### src/hdl/olis_pkg.sv
// Shared types and constants for the ordered list insert store.
package olis_pkg;

    // Field widths fixed by the item format
    localparam int DATA_W       = 32;
    localparam int CMD_W        = 2;
    localparam int POS_W        = 6;
    localparam int STATUS_W     = 2;
    localparam int DEF_CAPACITY = 32;

    // Command codes
    typedef enum logic [CMD_W-1:0] {
        CMD_FRONT  = 2'd0,
        CMD_APPEND = 2'd1,
        CMD_POS    = 2'd2,
        CMD_READ   = 2'd3
    } t_cmd;

    // Result status codes
    typedef enum logic [STATUS_W-1:0] {
        ST_OK     = 2'd0,
        ST_BADPOS = 2'd1,
        ST_FULL   = 2'd2
    } t_status;

    // Controller states
    typedef enum logic {
        S_IDLE = 1'b0,
        S_READ = 1'b1
    } t_state;

    // Operation broadcast to every cell of the chain
    typedef enum logic [1:0] {
        CELL_HOLD   = 2'd0,
        CELL_INSERT = 2'd1,
        CELL_ROTATE = 2'd2
    } t_cell_op;

endpackage

### src/hdl/olis_cell.sv
// One storage cell of the list chain: holds one entry, shifts or rotates with its neighbors.
module olis_cell #(
    parameter int CNT_W = 6
) (
    input  logic                                i_clk,
    input  olis_pkg::t_cell_op                  i_op,
    input  logic [CNT_W-1:0]                    i_index,
    input  logic [CNT_W-1:0]                    i_ins_idx,
    input  logic [CNT_W-1:0]                    i_count,
    input  logic signed [olis_pkg::DATA_W-1:0]  i_new_value,
    input  logic signed [olis_pkg::DATA_W-1:0]  i_prev_value,
    input  logic signed [olis_pkg::DATA_W-1:0]  i_next_value,
    input  logic signed [olis_pkg::DATA_W-1:0]  i_wrap_value,
    output logic signed [olis_pkg::DATA_W-1:0]  o_value
);
    import olis_pkg::*;

    logic signed [DATA_W-1:0] r_value;
    logic signed [DATA_W-1:0] n_value;
    logic [CNT_W-1:0]         w_index_p1;

    assign w_index_p1 = i_index + CNT_W'(1);

    // Select the next content of this cell
    always_comb begin
        n_value = r_value;
        case (i_op)
            CELL_INSERT: begin
                if (i_index == i_ins_idx) begin
                    n_value = i_new_value;
                end else if (i_index > i_ins_idx) begin
                    n_value = i_prev_value;
                end
            end
            CELL_ROTATE: begin
                // last live cell takes the front entry, others pull from behind
                if (w_index_p1 == i_count) begin
                    n_value = i_wrap_value;
                end else begin
                    n_value = i_next_value;
                end
            end
            default: n_value = r_value;
        endcase
    end

    always_ff @(posedge i_clk) begin
        r_value <= n_value;
    end

    assign o_value = r_value;

endmodule

### src/hdl/olis_ctrl.sv
// Command sequencer: entry count, readout walk and the result register.
module olis_ctrl #(
    parameter int CAPACITY = olis_pkg::DEF_CAPACITY,
    parameter int CNT_W    = $clog2(CAPACITY + 1)
) (
    input  logic                                i_clk,
    input  logic                                i_rst_n,
    input  logic                                i_valid,
    output logic                                o_stall,
    input  logic [olis_pkg::CMD_W-1:0]          i_command,
    input  logic [olis_pkg::POS_W-1:0]          i_target_position,
    input  logic signed [olis_pkg::DATA_W-1:0]  i_front_value,
    output olis_pkg::t_cell_op                  o_op,
    output logic [CNT_W-1:0]                    o_ins_idx,
    output logic [CNT_W-1:0]                    o_count,
    output logic                                o_valid,
    input  logic                                i_stall,
    output logic [olis_pkg::STATUS_W-1:0]       o_status,
    output logic signed [olis_pkg::DATA_W-1:0]  o_entry_value,
    output logic                                o_is_entry,
    output logic                                o_last
);
    import olis_pkg::*;

    localparam int CMP_W = (CNT_W > POS_W) ? CNT_W : POS_W;

    t_state                   r_state, n_state;
    logic [CNT_W-1:0]         r_count, n_count;
    logic [CNT_W-1:0]         r_rd_cnt, n_rd_cnt;
    logic                     r_out_valid, n_out_valid;
    t_status                  r_status, n_status;
    logic signed [DATA_W-1:0] r_entry, n_entry;
    logic                     r_is_entry, n_is_entry;
    logic                     r_last, n_last;

    logic                     w_out_free;
    logic                     w_accept;
    logic                     w_full;
    logic                     w_bad_pos;
    logic                     w_rd_last;
    logic [CMP_W-1:0]         w_pos_ext;
    logic [CMP_W-1:0]         w_count_ext;
    logic [CNT_W-1:0]         w_rd_cnt_p1;
    t_cmd                     w_cmd;

    // Handshake helpers
    assign w_out_free  = !r_out_valid || !i_stall;
    assign o_stall     = !((r_state == S_IDLE) && w_out_free);
    assign w_accept    = i_valid && !o_stall;
    assign w_cmd       = t_cmd'(i_command);
    assign w_pos_ext   = CMP_W'(i_target_position);
    assign w_count_ext = CMP_W'(r_count);
    assign w_full      = (r_count == CNT_W'(CAPACITY));
    assign w_bad_pos   = (w_pos_ext > w_count_ext);
    assign w_rd_cnt_p1 = r_rd_cnt + CNT_W'(1);
    assign w_rd_last   = (w_rd_cnt_p1 == r_count);

    // Next state
    always_comb begin
        n_state = r_state;
        unique case (r_state)
            S_IDLE: begin
                if (w_accept && (w_cmd == CMD_READ) && (r_count != '0)) begin
                    n_state = S_READ;
                end
            end
            S_READ: begin
                if (w_out_free && w_rd_last) begin
                    n_state = S_IDLE;
                end
            end
            default: n_state = S_IDLE;
        endcase
    end

    // Outputs: chain operation, count update and result load
    always_comb begin
        o_op        = CELL_HOLD;
        o_ins_idx   = '0;
        n_count     = r_count;
        n_rd_cnt    = r_rd_cnt;
        n_out_valid = r_out_valid && i_stall;
        n_status    = r_status;
        n_entry     = r_entry;
        n_is_entry  = r_is_entry;
        n_last      = r_last;
        unique case (r_state)
            S_IDLE: begin
                n_rd_cnt = '0;
                if (w_accept) begin
                    n_out_valid = 1'b1;
                    n_entry     = '0;
                    n_is_entry  = 1'b0;
                    n_last      = 1'b1;
                    n_status    = ST_OK;
                    if (w_cmd == CMD_READ) begin
                        // nonempty list: the walk produces the results instead
                        n_out_valid = (r_count == '0);
                    end else if (w_full) begin
                        n_status = ST_FULL;
                    end else if ((w_cmd == CMD_POS) && w_bad_pos) begin
                        n_status = ST_BADPOS;
                    end else begin
                        o_op    = CELL_INSERT;
                        n_count = r_count + CNT_W'(1);
                        case (w_cmd)
                            CMD_FRONT:  o_ins_idx = '0;
                            CMD_APPEND: o_ins_idx = r_count;
                            default:    o_ins_idx = w_pos_ext[CNT_W-1:0];
                        endcase
                    end
                end
            end
            S_READ: begin
                if (w_out_free) begin
                    // emit the front entry and rotate the chain by one
                    o_op        = CELL_ROTATE;
                    n_out_valid = 1'b1;
                    n_status    = ST_OK;
                    n_entry     = i_front_value;
                    n_is_entry  = 1'b1;
                    n_last      = w_rd_last;
                    n_rd_cnt    = w_rd_cnt_p1;
                end
            end
            default: o_op = CELL_HOLD;
        endcase
    end

    // Control registers
    always_ff @(posedge i_clk) begin
        if (!i_rst_n) begin
            r_state     <= S_IDLE;
            r_count     <= '0;
            r_rd_cnt    <= '0;
            r_out_valid <= 1'b0;
        end else begin
            r_state     <= n_state;
            r_count     <= n_count;
            r_rd_cnt    <= n_rd_cnt;
            r_out_valid <= n_out_valid;
        end
    end

    // Result payload
    always_ff @(posedge i_clk) begin
        r_status   <= n_status;
        r_entry    <= n_entry;
        r_is_entry <= n_is_entry;
        r_last     <= n_last;
    end

    assign o_count       = r_count;
    assign o_valid       = r_out_valid;
    assign o_status      = r_status;
    assign o_entry_value = r_entry;
    assign o_is_entry    = r_is_entry;
    assign o_last        = r_last;

endmodule

### src/hdl/ordered_list_insert_store.sv
// Top level of the ordered list store: sequencer plus a chain of entry cells.
//
//  channel   valid     stall     payload
//  input     i_valid   o_stall   i_command, i_item_value, i_target_position
//  output    o_valid   i_stall   o_status, o_entry_value, o_is_entry, o_last
//
// An insert writes the item at its index as the cells above shift in parallel; the
// status result is registered for the next cycle; inserts go back to back unless stalled.
// A readout of N entries rotates the chain one place per cycle while the result is not
// stalled, the front cell feeding the result register; input is stalled meanwhile.
// Synchronous active-low reset empties the list; cell contents are not cleared.
// A stalled result holds the result register and, in turn, stalls the input.
module ordered_list_insert_store #(
    parameter int CAPACITY = olis_pkg::DEF_CAPACITY
) (
    input  logic                                i_clk,
    input  logic                                i_rst_n,
    input  logic                                i_valid,
    output logic                                o_stall,
    input  logic [olis_pkg::CMD_W-1:0]          i_command,
    input  logic signed [olis_pkg::DATA_W-1:0]  i_item_value,
    input  logic [olis_pkg::POS_W-1:0]          i_target_position,
    output logic                                o_valid,
    input  logic                                i_stall,
    output logic [olis_pkg::STATUS_W-1:0]       o_status,
    output logic signed [olis_pkg::DATA_W-1:0]  o_entry_value,
    output logic                                o_is_entry,
    output logic                                o_last
);
    import olis_pkg::*;

    localparam int CNT_W = $clog2(CAPACITY + 1);

    t_cell_op                 w_op;
    logic [CNT_W-1:0]         w_ins_idx;
    logic [CNT_W-1:0]         w_count;
    logic signed [DATA_W-1:0] w_cell_q [CAPACITY];

    // Sequencer
    olis_ctrl #(
        .CAPACITY (CAPACITY),
        .CNT_W    (CNT_W)
    ) u_ctrl (
        .i_clk             (i_clk),
        .i_rst_n           (i_rst_n),
        .i_valid           (i_valid),
        .o_stall           (o_stall),
        .i_command         (i_command),
        .i_target_position (i_target_position),
        .i_front_value     (w_cell_q[0]),
        .o_op              (w_op),
        .o_ins_idx         (w_ins_idx),
        .o_count           (w_count),
        .o_valid           (o_valid),
        .i_stall           (i_stall),
        .o_status          (o_status),
        .o_entry_value     (o_entry_value),
        .o_is_entry        (o_is_entry),
        .o_last            (o_last)
    );

    // Chain of entry cells, index 0 at the front
    for (genvar g = 0; g < CAPACITY; g++) begin : g_cell
        logic signed [DATA_W-1:0] w_prev;
        logic signed [DATA_W-1:0] w_next;

        if (g == 0) begin : g_head
            assign w_prev = w_cell_q[g];
        end else begin : g_body
            assign w_prev = w_cell_q[g-1];
        end

        if (g == CAPACITY - 1) begin : g_tail
            assign w_next = w_cell_q[g];
        end else begin : g_inner
            assign w_next = w_cell_q[g+1];
        end

        olis_cell #(
            .CNT_W (CNT_W)
        ) u_cell (
            .i_clk        (i_clk),
            .i_op         (w_op),
            .i_index      (CNT_W'(g)),
            .i_ins_idx    (w_ins_idx),
            .i_count      (w_count),
            .i_new_value  (i_item_value),
            .i_prev_value (w_prev),
            .i_next_value (w_next),
            .i_wrap_value (w_cell_q[0]),
            .o_value      (w_cell_q[g])
        );
    end

endmodule
### config.mk
export PLATFORM = sky130hd
export DESIGN_NAME = ordered_list_insert_store
export DESIGN_NICKNAME = d
export VERILOG_FILES = /design/src/hdl/olis_pkg.sv /design/src/hdl/olis_cell.sv /design/src/hdl/olis_ctrl.sv /design/src/hdl/ordered_list_insert_store.sv
export SDC_FILE = /design/constraint.sdc
export NUM_CORES = 2
export LEC_CHECK = 0
export BUFFER_PORTS_ARGS = -buffer_cell sky130_fd_sc_hd__buf_2
export CELL_PAD_IN_SITES_DETAIL_PLACEMENT = 0
export CELL_PAD_IN_SITES_GLOBAL_PLACEMENT = 1
export CORE_ASPECT_RATIO = 1.75
export CORE_MARGIN = 2
export CORE_UTILIZATION = 57
export CTS_BUF_LIST = sky130_fd_sc_hd__clkbuf_4 sky130_fd_sc_hd__clkbuf_8
export DETAILED_ROUTE_END_ITERATION = 6
export GPL_ROUTABILITY_DRIVEN = 1
export MAX_ROUTING_LAYER = met4
export PLACE_DENSITY = 0.88
export SYNTH_ARGS = -nofsm -noshare
export SYNTH_HDL_FRONTEND = slang
export SYNTH_SLANG_ARGS = --single-unit
### constraint.sdc
create_clock -name i_clk -period 8.55 [get_ports i_clk]
set_input_delay 0.855 -clock i_clk [delete_from_list [all_inputs] [get_ports i_clk]]
set_output_delay 0.855 -clock i_clk [all_outputs]
set_load 0.005 [all_outputs]
### Yosys cells after proc, flatten, opt, wreduce, memory -nomap -nowiden

Index checks and enable logic that the tools add are counted.

| word-level totals | value |
|---|---|
| flip-flop bits (word level) | 1074 |
| logic and storage cells | 397 |
| input port bits | 44 |

| cells by class | value |
|---|---|
| eq/ne operators | 106 |
| reduce and logical (&&, ||, !) cells | 50 |
| order comparisons | 32 |
| muxes and demuxes | 163 |
| bitwise gates (word level) | 4 |
| $add $sub $neg | 2 |

Operators by type and width:

| cell | count |
|---|---|
| 2-to-1 mux 32 bit | 97 |
| case mux 32 bit (2 select lines) | 33 |
| == test 5 x 6 -> 1 bit, first input constant | 32 |
| == test 4 x 6 -> 1 bit, first input constant | 16 |
| greater-than comparator 5 x 6 -> 1 bit, first input constant | 16 |
| != test 3 x 1 -> 1 bit, second input constant | 31 |
| AND reduction 2 bit | 31 |
| == test 3 x 6 -> 1 bit, first input constant | 8 |
| greater-than comparator 4 x 6 -> 1 bit, first input constant | 8 |
| 2-to-1 mux 6 bit | 6 |
| == test 2 x 6 -> 1 bit, first input constant | 4 |
| greater-than comparator 3 x 6 -> 1 bit, first input constant | 4 |
| case mux 6 bit (2 select lines) | 2 |
| 2-to-1 mux 2 bit | 8 |
| adder 6 x 1 -> 6 bit, second input constant | 2 |
| == test 1 x 6 -> 1 bit, first input constant | 2 |
| greater-than comparator 2 x 6 -> 1 bit, first input constant | 2 |
| logical NOT 6 bit | 2 |
| 2-to-1 mux 1 bit | 11 |
| case mux 1 bit (2 select lines) | 4 |
| case mux 2 bit (2 select lines) | 2 |
| logical AND 1 bit | 7 |
| == test 2 bit, second input constant | 3 |
| == test 6 bit | 1 |
| other kinds (15) | 25 |

### Logic depth before layout (Yosys ltp)

| depth | value |
|---|---|
| word-level depth | 11 |
| gate-level depth with buffers | 13 |

### Modules after synthesis

From an unflattened synthesis, not the netlist that was laid out.

| unflattened totals | value |
|---|---|
| cell total of the unflattened synthesis | 7138 |
| area total of the unflattened synthesis | 75904.0 um^2 |

By module, submodules not included:

| module | cells an instance | area an instance (um^2) | sequential area each (um^2) | times used |
|---|---|---|---|---|
| olis_cell at g_cell[10].u_cell ... | 216 | 2294.7 | 960.9 | 31 |
| olis_ctrl | 223 | 2412.3 | 1361.3 | 1 |
| olis_cell at g_cell[0].u_cell | 217 | 2348.5 | 960.9 | 1 |
| ordered_list_insert_store | 2 | 7.5 | 0.0 | 1 |

### Least setup slack after synthesis

No wires, ideal clock.

| timing path | value |
|---|---|
| path kind | input-to-reg |
| start | in i_target_position[5] (netlist name) |
| end | reg g_cell[26].u_cell.r_value[0] (enable) |
| data required time | 8076 ps |
| stages | 10 |
| slack | 3027 ps |
| path buffers | 3 |
| data arrival time | 5048 ps |
| library setup time | 474 ps |
| cells stage by stage | ha_1 nand4_1 o21bai_1 and3b_1 buf_2 buf_2 o21ai_2 buf_2 nor2_1 a221oi_1 |

| between the ends | value |
|---|---|
| longest elaborated chain between the ends | 10 |

Ends and longest elaborated chain:

| item | line | RTL |
|---|---|---|
| from (decl) | ordered_list_insert_store.sv:22 | `input logic [olis_pkg::POS_W-1:0] i_target_position,` |
| greater-than comparator 6 bit | olis_ctrl.sv:54 | `assign w_bad_pos = (w_pos_ext > w_count_ext);` |
| logical AND 1 bit | olis_ctrl.sv:101 | `end else if ((w_cmd == CMD_POS) && w_bad_pos) begin` |
| 2-to-1 mux 6 bit or 2-to-1 mux 1 bit (tied branches) | olis_ctrl.sv:101 |  |
| 2-to-1 mux 6 bit or 2-to-1 mux 2 bit (tied branches) | olis_ctrl.sv:99 | `end else if (w_full) begin` |
| 2-to-1 mux 6 bit or 2-to-1 mux 2 bit (tied branches) | olis_ctrl.sv:96 | `if (w_cmd == CMD_READ) begin` |
| 2-to-1 mux 6 bit or 2-to-1 mux 2 bit (tied branches) | olis_ctrl.sv:90 | `if (w_accept) begin` |
| 2-to-1 mux 6 bit or case mux 2 bit (2 select lines) (tied branches) | olis_ctrl.sv:87 | `unique case (r_state)` |
| greater-than comparator 5 x 6 -> 1 bit, or another cell as far along | olis_cell.sv:31 | `end else if (i_index > i_ins_idx) begin` |
| != test 3 x 1 -> 1 bit (no source line) or nonzero test 2 bit (tied branches) | n/a |  |
| AND reduction 2 bit (no source line) * | n/a |  |
| to (signal assigned) | olis_cell.sv:48 | `r_value <= n_value;` |
| to (decl) | olis_cell.sv:18 | `logic signed [DATA_W-1:0] r_value;` |

Mark *: on every way between the ends. The rest lies on a longest branch, timed or not.
A chain may end at the register's enable or synchronous reset.

### Worst setup path after layout

| timing path | value |
|---|---|
| start | reg u_ctrl.r_count[5] (netlist: u_ctrl.o_count[5]) |
| end | reg g_cell[17].u_cell.r_value[11] (enable) |

| between the ends | value |
|---|---|
| longest elaborated chain between the ends | 10 |

Ends and longest elaborated chain:

| item | line | RTL |
|---|---|---|
| from (decl) | olis_ctrl.sv:28 | `logic [CNT_W-1:0] r_count, n_count;` |
| from (signal assigned) | olis_ctrl.sv:139 | `r_count <= n_count;` |
| greater-than comparator 6 bit | olis_ctrl.sv:54 |  |
| logical AND 1 bit | olis_ctrl.sv:101 |  |
| 2-to-1 mux 6 bit or 2-to-1 mux 1 bit (tied branches) | olis_ctrl.sv:101 |  |
| 2-to-1 mux 6 bit or 2-to-1 mux 2 bit (tied branches) | olis_ctrl.sv:99 |  |
| 2-to-1 mux 6 bit or 2-to-1 mux 2 bit (tied branches) | olis_ctrl.sv:96 |  |
| 2-to-1 mux 6 bit or 2-to-1 mux 2 bit (tied branches) | olis_ctrl.sv:90 |  |
| 2-to-1 mux 6 bit or case mux 2 bit (2 select lines) (tied branches) | olis_ctrl.sv:87 |  |
| greater-than comparator 5 x 6 -> 1 bit, or another cell as far along | olis_cell.sv:31 |  |
| != test 3 x 1 -> 1 bit (no source line) or nonzero test 2 bit (tied branches) | n/a |  |
| AND reduction 2 bit (no source line) * | n/a |  |
| to (signal assigned) | olis_cell.sv:48 |  |
| to (decl) | olis_cell.sv:18 |  |

Marked as above.

==> flow_summary.ini <==
[timing]
layout_setup_ws_ps = 3100
fmax_mhz = 183
slew_headroom = 0.119
period_needed_ps = 5450
skew_ps = 34.5
rsz0062_at_grt = no
finalCritPeriodShare = 0.638
tightestPinTransition_ps = 1320
setup_viol = 0
hold_violations = 0
setup_tns_ps = 0
drv_slew = 0

[grt]
grt_max_degree = 234
gr-total-overflow = 0
grt_pass1_wl_um = 360000
track_usage = 0.407
grt_pass1_vias = 58600
antenna_found_initial = 5

[setup_path]
crit_fanout = 108
crit_path_end_kind = flip-flop
crit_type = reg2reg
crit_required_ps = 9060
cp.arrival_ps = 5970
cp-start-kind = flip-flop

[detailed_routing]
wl_per_cell_um = 30.0
routed_wl_um = 239000
via_per_inst = 7.40
drc = 1
num_vias = 58800
detail-route-antenna-nets = 0
dr.first_iter.drc_count = 7832
drt-pass1-iter-count = 7

[synth]
synth_flop_cell = edfxtp_1
ys_warn_count = 0
ys_ff_latch = 1074
synth.distinct_cells = 69
synth-edff-count = 1060
ys_seq_area_frac = 0.484
syn_nets = 6860
async_reset_ff_frac = 0
avgSynthCellArea_um2 = 9.75
synthCells = 6805
synth.cell_area_um2 = 66400

[run_status]
status = finished, violations left
violations = DRC

[clock_tree]
cts.reportedPaths.clkPinSlew_ps = 70
clk_path_buf_depth = 3
clock_latency_ps = 920
htreeDepth = 4
cts.sinks = 1074
numCtsBuffers = 164
cts_resized = 0
cts_hold_buffers = 0
post-cts-setup-buffer-count = 0
cts-root-buf = clkbuf_8
cts_tree = done

[power]
p_per_area_nw_per_um2 = 179
p_leak_nw = 25.7
ir_drop_uv = 153
total_power_mw = 12.6

[run]
drv_cap = 0

[cells_and_area]
drive_above_1_share = 0.149
finalCoreUtilization = 0.608
num-nets-final = 6381
n_fill_cell = 9912
syn2layout_area_growth_pct = 5.91
stdcell_count = 7949
final_cell_mix = nand2_1, edfxtp_1, a31oi_1, nand3_1, mux2i_1
layout_commonest_cell = nand2_1

[hold_path]
min_path_type = in2reg

[placement]
place_congestion = 0.927
pre_cts_ws_ps = 3030
port_buffers = 81
placedCellCount = 7663
dp_hpwl_um = 150000

[die]
die_w_um = 262
coreArea_um2 = 116000
die_area_um2 = 119000
num_rows = 165
die_y_um = 455
start_util = 0.574
boundaryPins = 82
-- cell families after synthesis --
logic type / after synthesis / synth area share
AOI/OAI and AO/OA: 1854 / 0.201
xor gates and xnor gates: 15 / 0.00198
adders and majority gates: 11 / 0.00207
buffers and inverters: 934 / 0.0564
DFF: 1074 / 0.484
muxes: 601 / 0.0963
and+or+nand+nor: 2316 / 0.159
-- sequential cells by signal (all words and copies together) (netlist names) --
name                   cells
u_ctrl.o_last              1
u_ctrl.o_is_entry          1
u_ctrl.o_valid             1
u_ctrl.o_count             6
u_ctrl.o_status            2
u_ctrl.o_entry_value      32
g_cell.u_cell.o_value   1024
u_ctrl.r_state             1
u_ctrl.r_rd_cnt            6
-- cell usage after synthesis (11+ instances only) --
cell	count	area [um^2]
nand2_1	1172	4400
nand4_1	174	1090
o211ai_2	12	150
nor3_1	93	465
a21oi_1	254	1270
buf_1	35	131
ha_1	11	138
o21ai_0	96	480
a311o_1	103	1030
a32oi_1	161	1410
o211ai_1	195	1460
mux2i_1	304	3040
nand2b_1	38	238
a31oi_1	461	2880
a22oi_1	50	375
buf_4	24	180
buf_2	98	490
o31ai_1	173	1300
edfxtp_1	1060	31800
nand3_1	312	1560
mux2_2	297	3340
dfxtp_1	14	280
and2_1	46	288
o221a_2	32	360
clkbuf_1	764	2870
and3_1	193	1210
a211oi_1	133	998
nor2_1	235	882
nor4_1	25	156
a41oi_1	18	158
o221ai_1	126	1100
-- final cells by class --
class | count | area (um^2) | area share
clock inverter | 54 | 307 | 0.00436
multi-input combinational | 4797 | 31200 | 0.444
inverter | 10 | 37.5 | 0.000534
timing repair buffer | 279 | 1990 | 0.0283
tap | 1503 | 1880 | 0.0268
sequential | 1074 | 32100 | 0.457
clock buffer | 226 | 2760 | 0.0393
antenna | 6 | 15.0 | 0.000214
-- power by group --
group / internal, mW / switching [mW] / total, mW
logic: 0.504 / 1.18 / 1.68
clock network: 2.14 / 2.17 / 4.31
registers: 6.33 / 0.257 / 6.58
-- per-stage QoR --
step / area (um^2) / hold slack, ps
2_1_floorplan: 66400 / 474
3_3_place_gp: 67200 / 528
3_5_place_dp: 67200 / 528
4_1_cts: 70300 / 170
5_1_grt: 70300 / 238
6_report: 70300 / 240
-- worst paths after layout --
| check | endpoint | from | cells after the start | slack [ps] |
|---|---|---|---|---|
| max reg2reg | g_cell[17].u_cell.o_value[11]$_DFFE_PP_ | u_ctrl.o_count[5]$_SDFFE_PN0P_ | 9 | 3100 |
| max | g_cell[17].u_cell.o_value[11]$_DFFE_PP_ | u_ctrl.o_count[5]$_SDFFE_PN0P_ | 9 | 3100 |
| min reg2reg | u_ctrl.r_rd_cnt[5]$_SDFFE_PN0P_ | u_ctrl.r_rd_cnt[5]$_SDFFE_PN0P_ | 2 | 550 |
| min | u_ctrl.o_valid$_SDFF_PN0_ | i_valid | 3 | 240 |
-- worst max-delay path, cell delays in order (launching register included) --
cell	delay, ps
dfxtp_1	710
inv_1	150
ha_1	340
a21oi_1	280
o211ai_1	180
nand3b_1	600
a21oi_4	870
buf_12	600
nor2_4	330
a21oi_4	930
-- layer usage --
layer  wire length [um]  up-vias  GRT usage
li1                   -    25300          -
met5                  0        -          -
met1              82900    28400      0.464
met4              15300        0      0.238
met3              23100     1112     0.0684
met2             117000     4022      0.672
Power figures use the tool's default switching activity.
